`src/mtp_pkg.sv`:
```
// Shared types, command codes and constants for the multichannel toggle PWM unit.
// Depends on nothing; every other file of the unit uses it by scoped names.
`default_nettype none

package mtp_pkg;

   // Default structural sizes
   localparam int CHANNELS_DEFAULT  = 8;
   localparam int TIME_BITS_DEFAULT = 32;

   // Fixed field widths of the command and result channels
   localparam int CMD_BITS   = 3;
   localparam int CH_BITS    = 3;
   localparam int VALUE_BITS = 32;
   localparam int MASK_BITS  = 8;
   localparam int DUTY_BITS  = 8;

   // Register port
   localparam int CSR_DATA_BITS = 32;
   localparam int CSR_ADDR_BITS = 3;
   localparam int CSR_REG_BITS  = CSR_ADDR_BITS - 2;

   localparam logic [CSR_REG_BITS-1:0]  REG_DEFAULT_PERIOD   = '0;
   localparam logic [CSR_DATA_BITS-1:0] DEFAULT_PERIOD_RESET = 32'd256;

   // Command codes
   localparam logic [CMD_BITS-1:0] CMD_TICK       = 3'd0;
   localparam logic [CMD_BITS-1:0] CMD_ENABLE     = 3'd1;
   localparam logic [CMD_BITS-1:0] CMD_SET_PERIOD = 3'd2;
   localparam logic [CMD_BITS-1:0] CMD_SET_DUTY   = 3'd3;
   localparam logic [CMD_BITS-1:0] CMD_SET_HIGH   = 3'd4;

   // Status codes
   localparam logic STATUS_OK    = 1'b0;
   localparam logic STATUS_ERROR = 1'b1;

   typedef struct packed {
      logic [CMD_BITS-1:0]   command;
      logic [CH_BITS-1:0]    channel;
      logic [VALUE_BITS-1:0] value;
   } req_item_type;

   typedef struct packed {
      logic [MASK_BITS-1:0] levels;
      logic [MASK_BITS-1:0] enabled_mask;
      logic                 status;
   } rsp_item_type;

endpackage

`default_nettype wire

```
`src/mtp_csr.sv`:
```
// Register port of the toggle PWM unit: holds the default period register.
// Depends on mtp_pkg.
`default_nettype none

module mtp_csr (
   input  wire logic                                  clock,
   input  wire logic                                  reset,
   input  wire logic                                  csr_psel,
   input  wire logic                                  csr_penable,
   input  wire logic                                  csr_pwrite,
   input  wire logic [mtp_pkg::CSR_ADDR_BITS-1:0]     csr_paddr,
   input  wire logic [mtp_pkg::CSR_DATA_BITS-1:0]     csr_pwdata,
   output logic      [mtp_pkg::CSR_DATA_BITS-1:0]     csr_prdata,
   output logic                                       csr_pready,
   output logic      [mtp_pkg::CSR_DATA_BITS-1:0]     default_period
);

   logic [mtp_pkg::CSR_DATA_BITS-1:0] default_period_ff;
   logic [mtp_pkg::CSR_DATA_BITS-1:0] default_period_in;
   logic [mtp_pkg::CSR_REG_BITS-1:0]  reg_index;
   logic                              write_en;

   // Byte lanes within a word are ignored
   assign reg_index  = csr_paddr[mtp_pkg::CSR_ADDR_BITS-1:2];
   assign csr_pready = 1'b1;
   assign write_en   = csr_psel && csr_penable && csr_pwrite && csr_pready;

   // Select the next register value on a write transfer
   always_comb begin
      default_period_in = default_period_ff;
      if (write_en && reg_index == mtp_pkg::REG_DEFAULT_PERIOD) begin
         default_period_in = csr_pwdata;
      end
   end

   always_ff @(posedge clock) begin
      if (reset) begin
         default_period_ff <= mtp_pkg::DEFAULT_PERIOD_RESET;
      end else begin
         default_period_ff <= default_period_in;
      end
   end

   // Read back
   assign csr_prdata = (reg_index == mtp_pkg::REG_DEFAULT_PERIOD) ? default_period_ff : '0;

   assign default_period = default_period_ff;

endmodule

`default_nettype wire

```
`src/mtp_req_stage.sv`:
```
// Input register of the toggle PWM unit: captures one command transfer.
// Depends on mtp_pkg.
`default_nettype none

module mtp_req_stage (
   input  wire logic                  clock,
   input  wire logic                  reset,
   input  wire logic                  req_valid,
   input  wire mtp_pkg::req_item_type req_item,
   output logic                       req_stall,
   input  wire logic                  take,
   output logic                       item_valid,
   output mtp_pkg::req_item_type      item
);

   logic                  valid_ff;
   logic                  valid_in;
   logic                  load;
   mtp_pkg::req_item_type item_ff;

   // Stall only while the held command cannot move on
   assign req_stall = valid_ff && !take;
   assign load      = req_valid && !req_stall;
   assign valid_in  = load || (valid_ff && !take);

   always_ff @(posedge clock) begin
      if (reset) begin
         valid_ff <= 1'b0;
      end else begin
         valid_ff <= valid_in;
      end
   end

   // Capture the payload on an accepted transfer
   always_ff @(posedge clock) begin
      if (load) begin
         item_ff <= req_item;
      end
   end

   assign item_valid = valid_ff;
   assign item       = item_ff;

endmodule

`default_nettype wire

```
`src/mtp_core.sv`:
```
// Channel state and command execution of the toggle PWM unit: tick counter,
// per-channel enable, level, period, high/low time and expiry. Depends on mtp_pkg.
`default_nettype none

module mtp_core #(
   parameter int CHANNELS  = mtp_pkg::CHANNELS_DEFAULT,
   parameter int TIME_BITS = mtp_pkg::TIME_BITS_DEFAULT
) (
   input  wire logic                                 clock,
   input  wire logic                                 reset,
   input  wire logic                                 commit,
   input  wire mtp_pkg::req_item_type                item,
   input  wire logic [mtp_pkg::CSR_DATA_BITS-1:0]    default_period,
   output mtp_pkg::rsp_item_type                     result
);

   localparam int OUT_CH = (CHANNELS < mtp_pkg::MASK_BITS) ? CHANNELS : mtp_pkg::MASK_BITS;

   // Control state
   logic [CHANNELS-1:0]  en_ff, en_in;
   logic [CHANNELS-1:0]  level_ff, level_in;
   logic [TIME_BITS-1:0] cnt_ff, cnt_in;
   logic [TIME_BITS-1:0] cnt1_ff, cnt1_in;

   // Per-channel times, meaningful once the channel is enabled
   logic [TIME_BITS-1:0] period_ff [CHANNELS];
   logic [TIME_BITS-1:0] period_in [CHANNELS];
   logic [TIME_BITS-1:0] high_ff   [CHANNELS];
   logic [TIME_BITS-1:0] high_in   [CHANNELS];
   logic [TIME_BITS-1:0] low_ff    [CHANNELS];
   logic [TIME_BITS-1:0] low_in    [CHANNELS];
   logic [TIME_BITS-1:0] expiry_ff [CHANNELS];
   logic [TIME_BITS-1:0] expiry_in [CHANNELS];

   logic [CHANNELS-1:0]  sel;
   logic                 ch_ok;
   logic                 en_sel;
   logic [TIME_BITS-1:0] p_sel;
   logic [TIME_BITS-1:0] val_sat;
   logic [TIME_BITS-1:0] dper_sat;

   logic [mtp_pkg::DUTY_BITS-1:0]     duty;
   logic [TIME_BITS+7:0]              hi_prod;
   logic [2*mtp_pkg::DUTY_BITS-1:0]   lo_prod;
   logic [TIME_BITS-1:0]              duty_high;
   logic [TIME_BITS-1:0]              duty_low;
   logic [TIME_BITS-1:0]              direct_low;

   logic is_tick, do_enable, do_period, do_duty, do_high;
   logic status;

   // Decode the addressed channel; channels that the field cannot reach never match
   for (genvar i = 0; i < CHANNELS; i++) begin : g_sel
      assign sel[i] = (32'(item.channel) == 32'(i));
   end
   assign ch_ok  = |sel;
   assign en_sel = |(sel & en_ff);

   // Clamp 32-bit times to the time width
   if (TIME_BITS >= mtp_pkg::VALUE_BITS) begin : g_sat_wide
      assign val_sat  = TIME_BITS'(item.value);
      assign dper_sat = TIME_BITS'(default_period);
   end else begin : g_sat_narrow
      assign val_sat  = (|item.value[mtp_pkg::VALUE_BITS-1:TIME_BITS]) ?
                        '1 : item.value[TIME_BITS-1:0];
      assign dper_sat = (|default_period[mtp_pkg::CSR_DATA_BITS-1:TIME_BITS]) ?
                        '1 : default_period[TIME_BITS-1:0];
   end

   // Pick the addressed channel's period
   always_comb begin
      p_sel = '0;
      for (int i = 0; i < CHANNELS; i++) begin
         if (sel[i]) begin
            p_sel = p_sel | period_ff[i];
         end
      end
   end

   // High time from duty: (period * duty) >> 8, split so nothing is lost
   assign duty      = (|item.value[mtp_pkg::VALUE_BITS-1:mtp_pkg::DUTY_BITS]) ?
                      '1 : item.value[mtp_pkg::DUTY_BITS-1:0];
   assign hi_prod   = (TIME_BITS+8)'(p_sel >> 8) * (TIME_BITS+8)'(duty);
   assign lo_prod   = (2*mtp_pkg::DUTY_BITS)'(p_sel[7:0]) * (2*mtp_pkg::DUTY_BITS)'(duty);
   assign duty_high = hi_prod[TIME_BITS-1:0] + TIME_BITS'(lo_prod[15:8]);
   assign duty_low  = p_sel - duty_high;

   // Low time from a direct high time, floored at zero
   assign direct_low = (p_sel > val_sat) ? (p_sel - val_sat) : '0;

   // Decode the command and check it against the channel state
   always_comb begin
      is_tick   = 1'b0;
      do_enable = 1'b0;
      do_period = 1'b0;
      do_duty   = 1'b0;
      do_high   = 1'b0;
      status    = mtp_pkg::STATUS_OK;
      unique case (item.command)
         mtp_pkg::CMD_TICK: begin
            is_tick = 1'b1;
         end
         mtp_pkg::CMD_ENABLE: begin
            if (!ch_ok || en_sel) status = mtp_pkg::STATUS_ERROR;
            else                  do_enable = 1'b1;
         end
         mtp_pkg::CMD_SET_PERIOD: begin
            if (!ch_ok || !en_sel) status = mtp_pkg::STATUS_ERROR;
            else                   do_period = 1'b1;
         end
         mtp_pkg::CMD_SET_DUTY: begin
            if (!ch_ok || !en_sel) status = mtp_pkg::STATUS_ERROR;
            else                   do_duty = 1'b1;
         end
         mtp_pkg::CMD_SET_HIGH: begin
            if (!ch_ok || !en_sel) status = mtp_pkg::STATUS_ERROR;
            else                   do_high = 1'b1;
         end
         default: begin
            status = mtp_pkg::STATUS_ERROR;
         end
      endcase
   end

   // Advance the counter; cnt1 always holds counter plus one
   assign cnt_in  = is_tick ? cnt1_ff : cnt_ff;
   assign cnt1_in = is_tick ? (cnt1_ff + TIME_BITS'(1)) : cnt1_ff;

   // Next state of every channel, all compared in parallel on a tick
   always_comb begin
      en_in    = en_ff;
      level_in = level_ff;
      for (int i = 0; i < CHANNELS; i++) begin
         period_in[i] = period_ff[i];
         high_in[i]   = high_ff[i];
         low_in[i]    = low_ff[i];
         expiry_in[i] = expiry_ff[i];
         if (is_tick && en_ff[i] && (expiry_ff[i] < cnt1_ff)) begin
            level_in[i]  = ~level_ff[i];
            expiry_in[i] = cnt1_ff + (level_ff[i] ? low_ff[i] : high_ff[i]);
         end
         if (sel[i]) begin
            if (do_enable) begin
               en_in[i]     = 1'b1;
               level_in[i]  = 1'b0;
               expiry_in[i] = '0;
               high_in[i]   = '0;
               low_in[i]    = '0;
               period_in[i] = dper_sat;
            end
            if (do_period) begin
               period_in[i] = val_sat;
            end
            if (do_duty) begin
               high_in[i] = duty_high;
               low_in[i]  = duty_low;
            end
            if (do_high) begin
               high_in[i] = val_sat;
               low_in[i]  = direct_low;
            end
         end
      end
   end

   always_ff @(posedge clock) begin
      if (reset) begin
         en_ff    <= '0;
         level_ff <= '0;
         cnt_ff   <= '0;
         cnt1_ff  <= TIME_BITS'(1);
      end else if (commit) begin
         en_ff    <= en_in;
         level_ff <= level_in;
         cnt_ff   <= cnt_in;
         cnt1_ff  <= cnt1_in;
      end
   end

   always_ff @(posedge clock) begin
      if (commit) begin
         for (int i = 0; i < CHANNELS; i++) begin
            period_ff[i] <= period_in[i];
            high_ff[i]   <= high_in[i];
            low_ff[i]    <= low_in[i];
            expiry_ff[i] <= expiry_in[i];
         end
      end
   end

   // Report the state as it stands after this command
   assign result.levels       = mtp_pkg::MASK_BITS'(level_in[OUT_CH-1:0]);
   assign result.enabled_mask = mtp_pkg::MASK_BITS'(en_in[OUT_CH-1:0]);
   assign result.status       = status;

endmodule

`default_nettype wire

```
`src/mtp_rsp_stage.sv`:
```
// Result register of the toggle PWM unit: holds one result until it is taken.
// Depends on mtp_pkg.
`default_nettype none

module mtp_rsp_stage (
   input  wire logic                  clock,
   input  wire logic                  reset,
   input  wire logic                  in_valid,
   input  wire mtp_pkg::rsp_item_type result,
   output logic                       take,
   output logic                       rsp_valid,
   input  wire logic                  rsp_stall,
   output mtp_pkg::rsp_item_type      rsp_item
);

   logic                  valid_ff;
   logic                  valid_in;
   mtp_pkg::rsp_item_type item_ff;

   // Load whenever the register is empty or being drained this cycle
   assign take     = in_valid && (!valid_ff || !rsp_stall);
   assign valid_in = take || (valid_ff && rsp_stall);

   always_ff @(posedge clock) begin
      if (reset) begin
         valid_ff <= 1'b0;
      end else begin
         valid_ff <= valid_in;
      end
   end

   always_ff @(posedge clock) begin
      if (take) begin
         item_ff <= result;
      end
   end

   assign rsp_valid = valid_ff;
   assign rsp_item  = item_ff;

endmodule

`default_nettype wire

```
`src/multichannel_toggle_pwm_unit.sv`:
```
// Top level of the multichannel toggle PWM unit.
// Depends on mtp_pkg, mtp_csr, mtp_req_stage, mtp_core and mtp_rsp_stage.
//
// One command (tick, enable, set period, set duty, set high time) is taken per
// clock cycle and gives exactly one result: the command is captured in an
// input register, then executed: all channels compare their expiry against
// the counter in parallel and the duty product (period times an 8-bit duty) is
// formed, and the channel state is written at the same edge that loads the
// result register, so the next command already sees its effect. Sustained
// rate is one command per cycle while the result side keeps draining; a
// stalled result holds one command in the input register and then stalls
// the command side. The default_period register sits at byte address 0 and
// should be written only while no command is in flight.
`default_nettype none

module multichannel_toggle_pwm_unit #(
   parameter int CHANNELS  = mtp_pkg::CHANNELS_DEFAULT,
   parameter int TIME_BITS = mtp_pkg::TIME_BITS_DEFAULT
) (
   input  wire logic                                clock,
   input  wire logic                                reset,
   // command channel
   input  wire logic                                req_valid,
   output logic                                     req_stall,
   input  wire logic [mtp_pkg::CMD_BITS-1:0]        req_command,
   input  wire logic [mtp_pkg::CH_BITS-1:0]         req_channel,
   input  wire logic [mtp_pkg::VALUE_BITS-1:0]      req_value,
   // result channel
   output logic                                     rsp_valid,
   input  wire logic                                rsp_stall,
   output logic      [mtp_pkg::MASK_BITS-1:0]       rsp_levels,
   output logic      [mtp_pkg::MASK_BITS-1:0]       rsp_enabled_mask,
   output logic                                     rsp_status,
   // register port
   input  wire logic                                csr_psel,
   input  wire logic                                csr_penable,
   input  wire logic                                csr_pwrite,
   input  wire logic [mtp_pkg::CSR_ADDR_BITS-1:0]   csr_paddr,
   input  wire logic [mtp_pkg::CSR_DATA_BITS-1:0]   csr_pwdata,
   output logic      [mtp_pkg::CSR_DATA_BITS-1:0]   csr_prdata,
   output logic                                     csr_pready
);

   mtp_pkg::req_item_type             req_item;
   mtp_pkg::req_item_type             item;
   mtp_pkg::rsp_item_type             result;
   mtp_pkg::rsp_item_type             rsp_item;
   logic                              item_valid;
   logic                              take;
   logic [mtp_pkg::CSR_DATA_BITS-1:0] default_period;

   assign req_item.command = req_command;
   assign req_item.channel = req_channel;
   assign req_item.value   = req_value;

   mtp_csr u_csr (
      .clock          (clock),
      .reset          (reset),
      .csr_psel       (csr_psel),
      .csr_penable    (csr_penable),
      .csr_pwrite     (csr_pwrite),
      .csr_paddr      (csr_paddr),
      .csr_pwdata     (csr_pwdata),
      .csr_prdata     (csr_prdata),
      .csr_pready     (csr_pready),
      .default_period (default_period)
   );

   mtp_req_stage u_req_stage (
      .clock      (clock),
      .reset      (reset),
      .req_valid  (req_valid),
      .req_item   (req_item),
      .req_stall  (req_stall),
      .take       (take),
      .item_valid (item_valid),
      .item       (item)
   );

   mtp_core #(
      .CHANNELS  (CHANNELS),
      .TIME_BITS (TIME_BITS)
   ) u_core (
      .clock          (clock),
      .reset          (reset),
      .commit         (take),
      .item           (item),
      .default_period (default_period),
      .result         (result)
   );

   mtp_rsp_stage u_rsp_stage (
      .clock     (clock),
      .reset     (reset),
      .in_valid  (item_valid),
      .result    (result),
      .take      (take),
      .rsp_valid (rsp_valid),
      .rsp_stall (rsp_stall),
      .rsp_item  (rsp_item)
   );

   assign rsp_levels       = rsp_item.levels;
   assign rsp_enabled_mask = rsp_item.enabled_mask;
   assign rsp_status       = rsp_item.status;

endmodule

`default_nettype wire

```
`config.mk`:
```
export PLATFORM = sky130hd
export DESIGN_NAME = multichannel_toggle_pwm_unit
export DESIGN_NICKNAME = d
export VERILOG_FILES = /design/src/mtp_pkg.sv /design/src/mtp_csr.sv /design/src/mtp_req_stage.sv /design/src/mtp_core.sv /design/src/mtp_rsp_stage.sv /design/src/multichannel_toggle_pwm_unit.sv
export SDC_FILE = /design/constraint.sdc
export NUM_CORES = 2
export LEC_CHECK = 0
export CORE_ASPECT_RATIO = 0.7
export CORE_MARGIN = 5
export CORE_UTILIZATION = 23
export DETAILED_ROUTE_END_ITERATION = 6
export DONT_BUFFER_PORTS = 1
export PLACE_DENSITY_LB_ADDON = 0.2
export SLEW_MARGIN = 15
export SYNTH_ARGS = -nofsm -noshare
export SYNTH_HDL_FRONTEND = slang
export SYNTH_SLANG_ARGS = --single-unit
```
`constraint.sdc`:
```
create_clock -name clock -period 17 [get_ports clock]
set_input_delay 0 -clock clock [delete_from_list [all_inputs] [get_ports clock]]
set_output_delay 0 -clock clock [all_outputs]
set_load 0.1 [all_outputs]
```
# After elaboration in Yosys (flattened, before gate mapping)
# Memories as Yosys holds them, arrays and structs flattened.
# Cells that the tools add are included.
dict set report word_totals {
  n_memories 4
  word_cells 291
  ff_bits 137
  inputBits 80
  mem_bits_rw 1024
  out_inout_bits 52
}
dict set report classes {
  muxes 183
  reduce_logical 41
  multipliers 2
  bitwise 17
  magnitude_cmp 9
  eq_ne 11
  n_addsub 12
}
# memory words width rd rd_clocked_by_memory_dff write_ports line_no
set mem_list {}
lappend mem_list {u_core.expiry_ff 8 32 8 0 8 mtp_core.sv:32} ;# logic [TIME_BITS-1:0] expiry_ff [CHANNELS];
lappend mem_list {u_core.high_ff 8 32 8 0 8 mtp_core.sv:28} ;# logic [TIME_BITS-1:0] high_ff [CHANNELS];
lappend mem_list {u_core.low_ff 8 32 8 0 8 mtp_core.sv:30} ;# logic [TIME_BITS-1:0] low_ff [CHANNELS];
lappend mem_list {u_core.period_ff 8 32 8 0 8 mtp_core.sv:26} ;# logic [TIME_BITS-1:0] period_ff [CHANNELS];
# op count
set op_table {}
lappend op_table {{two-way mux 32 bit} 130}
lappend op_table {{adder 32 bit} 8}
lappend op_table {{less-than comparator 32 bit} 8}
lappend op_table {{OR 32 bit} 7}
lappend op_table {{subtractor 32 bit} 2}
lappend op_table {{two-way mux 1 bit} 51}
lappend op_table {{adder 32 x 1 -> 32 bit (second input constant)} 1}
lappend op_table {{adder 32 x 8 -> 32 bit} 1}
lappend op_table {{greater-than comparator 32 bit} 1}
lappend op_table {{multiplier 24 x 8 -> 32 bit} 1}
lappend op_table {{OR reduction 24 bit} 1}
lappend op_table {{logical AND 1 bit} 23}
lappend op_table {{multiplier 8 x 8 -> 16 bit} 1}
lappend op_table {{OR reduction 8 bit} 2}
lappend op_table {{equality test 3 bit (second input constant)} 5}
lappend op_table {{equality test 3 x 2 -> 1 bit (second input constant)} 4}
lappend op_table {{inverter 1 bit} 9}
lappend op_table {{AND 8 bit} 1}
lappend op_table {{two-way mux 8 bit} 1}
lappend op_table {{equality test 3 x 1 -> 1 bit (second input constant)} 2}
lappend op_table {{zero test 1 bit} 6}
lappend op_table {{zero test 3 bit} 2}
lappend op_table {{logical OR 1 bit} 5}
lappend op_table {{one-hot mux 1 bit (3 select lines)} 1}
lappend op_table {{other kinds (2)} 2}

# Depth between registers and ports, before layout
dict set report logic_depth {
  ltp_word 22
  ltp_mapped 52
}

# Cells and area by module
# Synthesis repeated with hierarchy kept, for this count alone.
dict set report unflattened {
  hier_cells 6597
  area_unflattened_um2 73754.5
}
# mod cells_each n_inst seq_area_each_um2 area_each_um2
set by_module_without_submodules {}
lappend by_module_without_submodules {mtp_core 6357 1 31710.4 70324.9}
lappend by_module_without_submodules {mtp_csr 177 1 640.6 1691.6}
lappend by_module_without_submodules {mtp_req_stage 42 1 1161.1 1191.1}
lappend by_module_without_submodules {mtp_rsp_stage 21 1 530.5 546.8}

# Worst setup path before layout
# Ideal clock, no wire load.
dict set report synth_timing {
  path_type {reg-to-reg}
  from {register u_req_stage.item_ff, in the netlist u_req_stage.item[32]}
  to {memory u_core.low_ff[0][123] (netlist bit) (data pin)}
  setup_ns 0.278
  path_stages_with_launch 52
  slack_ns 5.237
  t_arrival_ns 11.485
  period_less_slack_ns 11.763
  path_buffers 5
  cell_sequence {edfxtp_1 -> buf_4 -> buf_1 -> nor2_1 -> and2_1 -> clkbuf_1 -> buf_1 -> a22oi_1 -> and4_1 -> clkbuf_1 -> nor2_1 -> fa_1 -> inv_1 -> fa_1 -> inv_1 -> fa_1 -> inv_1 -> fa_1 -> [... 16 more ...] -> ha_1 -> o211ai_1 -> a21oi_1 -> o41ai_1 -> a211oi_1 -> or3_1 -> a21oi_1 -> xor2_1 -> ha_1 -> a211oi_1 -> nand2_1 -> o32ai_1 -> a21oi_1 -> a211oi_1 -> a211oi_1 -> o21a_1 -> o21a_1 -> o31ai_1}
}
# element line_no
set synth_lines {}
lappend synth_lines {{start: declaration} mtp_req_stage.sv:19} ;# mtp_pkg::req_item_type item_ff;
lappend synth_lines {{start signal: assignment} mtp_req_stage.sv:37} ;# item_ff <= req_item;
lappend synth_lines {{end: declaration} mtp_core.sv:30}

==> reports/qor.txt <==
=================================================================================
Clock root cell                                                      sky130_fd_sc_hd__clkbuf_16
Clock tree from TritonCTS                                                     yes
Via density                                                                  4.85
Global-route wire length before repair                               391000 microns
Hold-fix buffers, CTS                                                         181
Register-to-register setup slack                                          1.92 ns
Worst r2r path cells                                                           48
Syn Area/Cell                                                          11.3 sq um
Number of H-tree branching levels                                               4
Final HPWL DP                                                        208000 microns
Fmax                                                                     66.3 MHz
Fin crit period                                                          15.08 ns
Detailed-route via count                                                    53800
Hold Path Stages                                                                1
Sinks on the clock net                                                       1161
Synthesis-stage register bit count                                           1161
Area of the core region                                              318000 sq um
Rows                                                                          173
Initial Util                                                                23.1%
Post-synth top area share                                                   44.0%
Setup repair after global routing missed its margin                            no
Layout Nets                                                                  7700
Share of layout cells above drive strength 1                                11.7%
Top Ports                                                                     132
GRT Residual Overflow                                                           0
Port buffer count                                                               0
Largest fanout on the critical path                                            21
Vias in the first global route                                              50800
Number of failing setup endpoints in the final timing report                    0
CP Launch Type                                                               flop
Clock slew at reported path FFs                                           0.06 ns
Buffer count from post-CTS setup fixing                                         0
Primary flip-flop cell chosen by synthesis mapping                   sky130_fd_sc_hd__edfxtp_1
Longest Clk Path Bufs                                                           4
Final-layout setup total negative slack                                      0 ns
Resized Gates After CTS                                                         0
Wirelength, routed                                                   279000 microns
CP bufs+invs                                                                    9
Cells after synthesis                                                        6512
Crit Reg-Reg Endpoint                                                u_core.low_ff[0][95]
Slew Limit Fails                                                                0
Iteration count of the initial detailed-routing pass                            5
HP Class                                                                in -> out
Overall Global Routing Usage                                                16.2%
Initial DRC Count                                                            5537
Crit path max-delay cell type                                        sky130_fd_sc_hd__nor4_1
Sequential cell area fraction in the yosys report                           46.2%
Die boundary width                                                    686 microns
Worst-case hold path end point                                       csr_prdata[30]
Number of clock buffers inserted by TritonCTS                                 138
CP endpoint kind                                                             flop
CP Class                                                               reg -> reg
Synthesized Nets                                                             7438
Worst clock skew on the final layout                                    0.0710 ns
Transition at the pin with the smallest max-transition slack              1.30 ns
Area growth from synthesis to layout                                        16.5%
Area of placed instances                                              79700 sq um
Critical path required time                                              17.49 ns
Dominant delay contributor by cell family on the critical path        adder cells
Status                                                               finished clean
Final hold viol count                                                           0
Final Instance Area                                                   85800 sq um
Beginning of the worst register-to-register path                     u_req_stage.item[8]
Setup ws final                                                            1.92 ns
Post-placement worst setup slack                                          2.25 ns
Sequential Area                                                       34100 sq um
Die area                                                             332000 sq um
Slew HR                                                                     13.1%
Per-cell routed wire length                                          25.2 microns
Vertical extent of the die                                            483 microns
Max cap viols                                                                   0
Antenna violations before repair                                               23
Clock latency at the later pin of the worst-skew pair                     0.83 ns
Maximum number of pins on one net before global-route repair                   85
Fill cell instance count of the final layout                                33100
Startpoint of the tightest hold check path                           csr_paddr[2]
Post-DRT Antenna Nets                                                           0
Cell taking the most area after synthesis                            sky130_fd_sc_hd__edfxtp_1
Most prevalent standard cell on the critical path                    sky130_fd_sc_hd__fa_1
Area contributors post-synth                                         sky130_fd_sc_hd__edfxtp_1 44%, sky130_fd_sc_hd__ha_1 11%, sky130_fd_sc_hd__fa_1 5.0%, sky130_fd_sc_hd__mux2_2 4.3%, sky130_fd_sc_hd__nor2_1 3.1%
Post-Synthesis Cell Area                                              73700 sq um
Final cell utilization of the core                                          27.0%
Area used by multi-input combinational logic                          37800 sq um
Yosys synthesis warning count                                                   0
Final weighted congestion in routability-driven placement                   0.866
Post-route fraction of the period consumed by the critical path             88.7%
Number of enable flip-flop cells after synthesis                             1079
Worst stage delay on the critical path                                    0.97 ns
CP arrival                                                               15.57 ns
Netlist cell types                                                             97
Fraction of synthesis flops using an asynchronous set or reset pin             0%
Number of DRC violations after detailed routing                                 0
=================================================================================
## worst max path at each step
stage	from	endpoint	slack, ns	depth (start not counted)
floorplan	u_req_stage.item[32]	u_core.low_ff[0][123]	5.24	51
global placement	u_req_stage.item[8]	u_core.low_ff[1][63]	2.27	48
detailed placement	u_req_stage.item[8]	u_core.low_ff[0][127]	2.25	48
CTS	u_req_stage.item[8]	u_core.low_ff[0][95]	2.17	48
global route	u_req_stage.item[8]	u_core.low_ff[0][63]	1.05	48
finish	u_req_stage.item[8]	u_core.low_ff[0][95]	1.92	48
## logic make-up (layout without fill, tap and decap cells)
| logic type | Yosys count | in the layout | share of synthesized area, % |
|---|---|---|---|
| and+or+nand+nor | 1629 | 1629 | 10.3 |
| AOI/OAI and AO/OA | 1430 | 1430 | 12.6 |
| DFF | 1161 | 1161 | 46.2 |
| adders and majority gates | 846 | 846 | 16.3 |
| buffers and inverters | 606 | 963 | 3.25 |
| muxes | 493 | 493 | 7.24 |
| xor gates and xnor gates | 346 | 346 | 4.13 |
| other | 1 | 11 | 0.00509 |
## metrics by stage
step,hold slack [ns],cells
2_1_floorplan,0.0989,6512
3_3_place_gp,0.0989,10700
3_5_place_dp,0.0989,10700
4_1_cts,0.187,11100
5_1_grt,0.192,11100
6_report,0.190,11100
## cells in the final DEF (no fill, tap or decap), types with 209 or more instances in the layout
cell type / n
sky130_fd_sc_hd__a21oi_1: 410
sky130_fd_sc_hd__inv_1: 381
sky130_fd_sc_hd__nor2_1: 585
sky130_fd_sc_hd__edfxtp_1: 1079
sky130_fd_sc_hd__nand2_1: 417
sky130_fd_sc_hd__xnor2_1: 235
sky130_fd_sc_hd__ha_1: 661
sky130_fd_sc_hd__mux2_2: 280
sky130_fd_sc_hd__o21ai_0: 231
sky130_fd_sc_hd__mux2i_1: 209
sky130_fd_sc_hd__a21o_1: 225
## synthesized netlist by cell type, drive strengths merged, types with 54 or more instances
| cell | instances |
|---|---|
| a21oi | 412 |
| mux2i | 209 |
| a22oi | 126 |
| nor3 | 85 |
| nand4 | 73 |
| o21bai | 61 |
| nand2 | 419 |
| clkbuf | 149 |
| a21o | 225 |
| o21ai | 246 |
| buf | 74 |
| inv | 383 |
| xnor2 | 235 |
| nand3 | 100 |
| nor2 | 614 |
| ha | 661 |
| xor2 | 110 |
| fa | 185 |
| mux2 | 280 |
| a211oi | 54 |
| dfxtp | 82 |
| edfxtp | 1079 |
| nor2b | 69 |
## cell type report
type | instances | area share [%]
multi-input cells | 4745 | 44.0
diodes | 10 | 0.0291
well taps | 4200 | 6.12
repair buffers | 345 | 3.56
clock buffers | 185 | 4.44
inverters | 383 | 1.68
clock inverters | 50 | 0.519
flip-flops and latches | 1161 | 39.7
## flip-flops by register name, indices dropped and copies added (netlist names), 17 cells and up
name,flops
u_core.high_ff,256
u_csr.default_period,32
u_core.period_ff,256
u_core.cnt1_ff,32
u_core.expiry_ff,256
u_req_stage.item,38
u_rsp_stage.rsp_item,17
u_core.low_ff,256
## metal layers
layer  track usage [%]  vias up  share of wire, %
li1                  -    24600                 -
met1              26.2    27200                53
met2              21.3     1784                37
met3              4.17      254               8.1
met4              2.80        2               1.7
met5                 0        -            0.0047
Power is not shown: default switching activity piles up to over one toggle a cycle in this logic, so the estimate is an artifact.
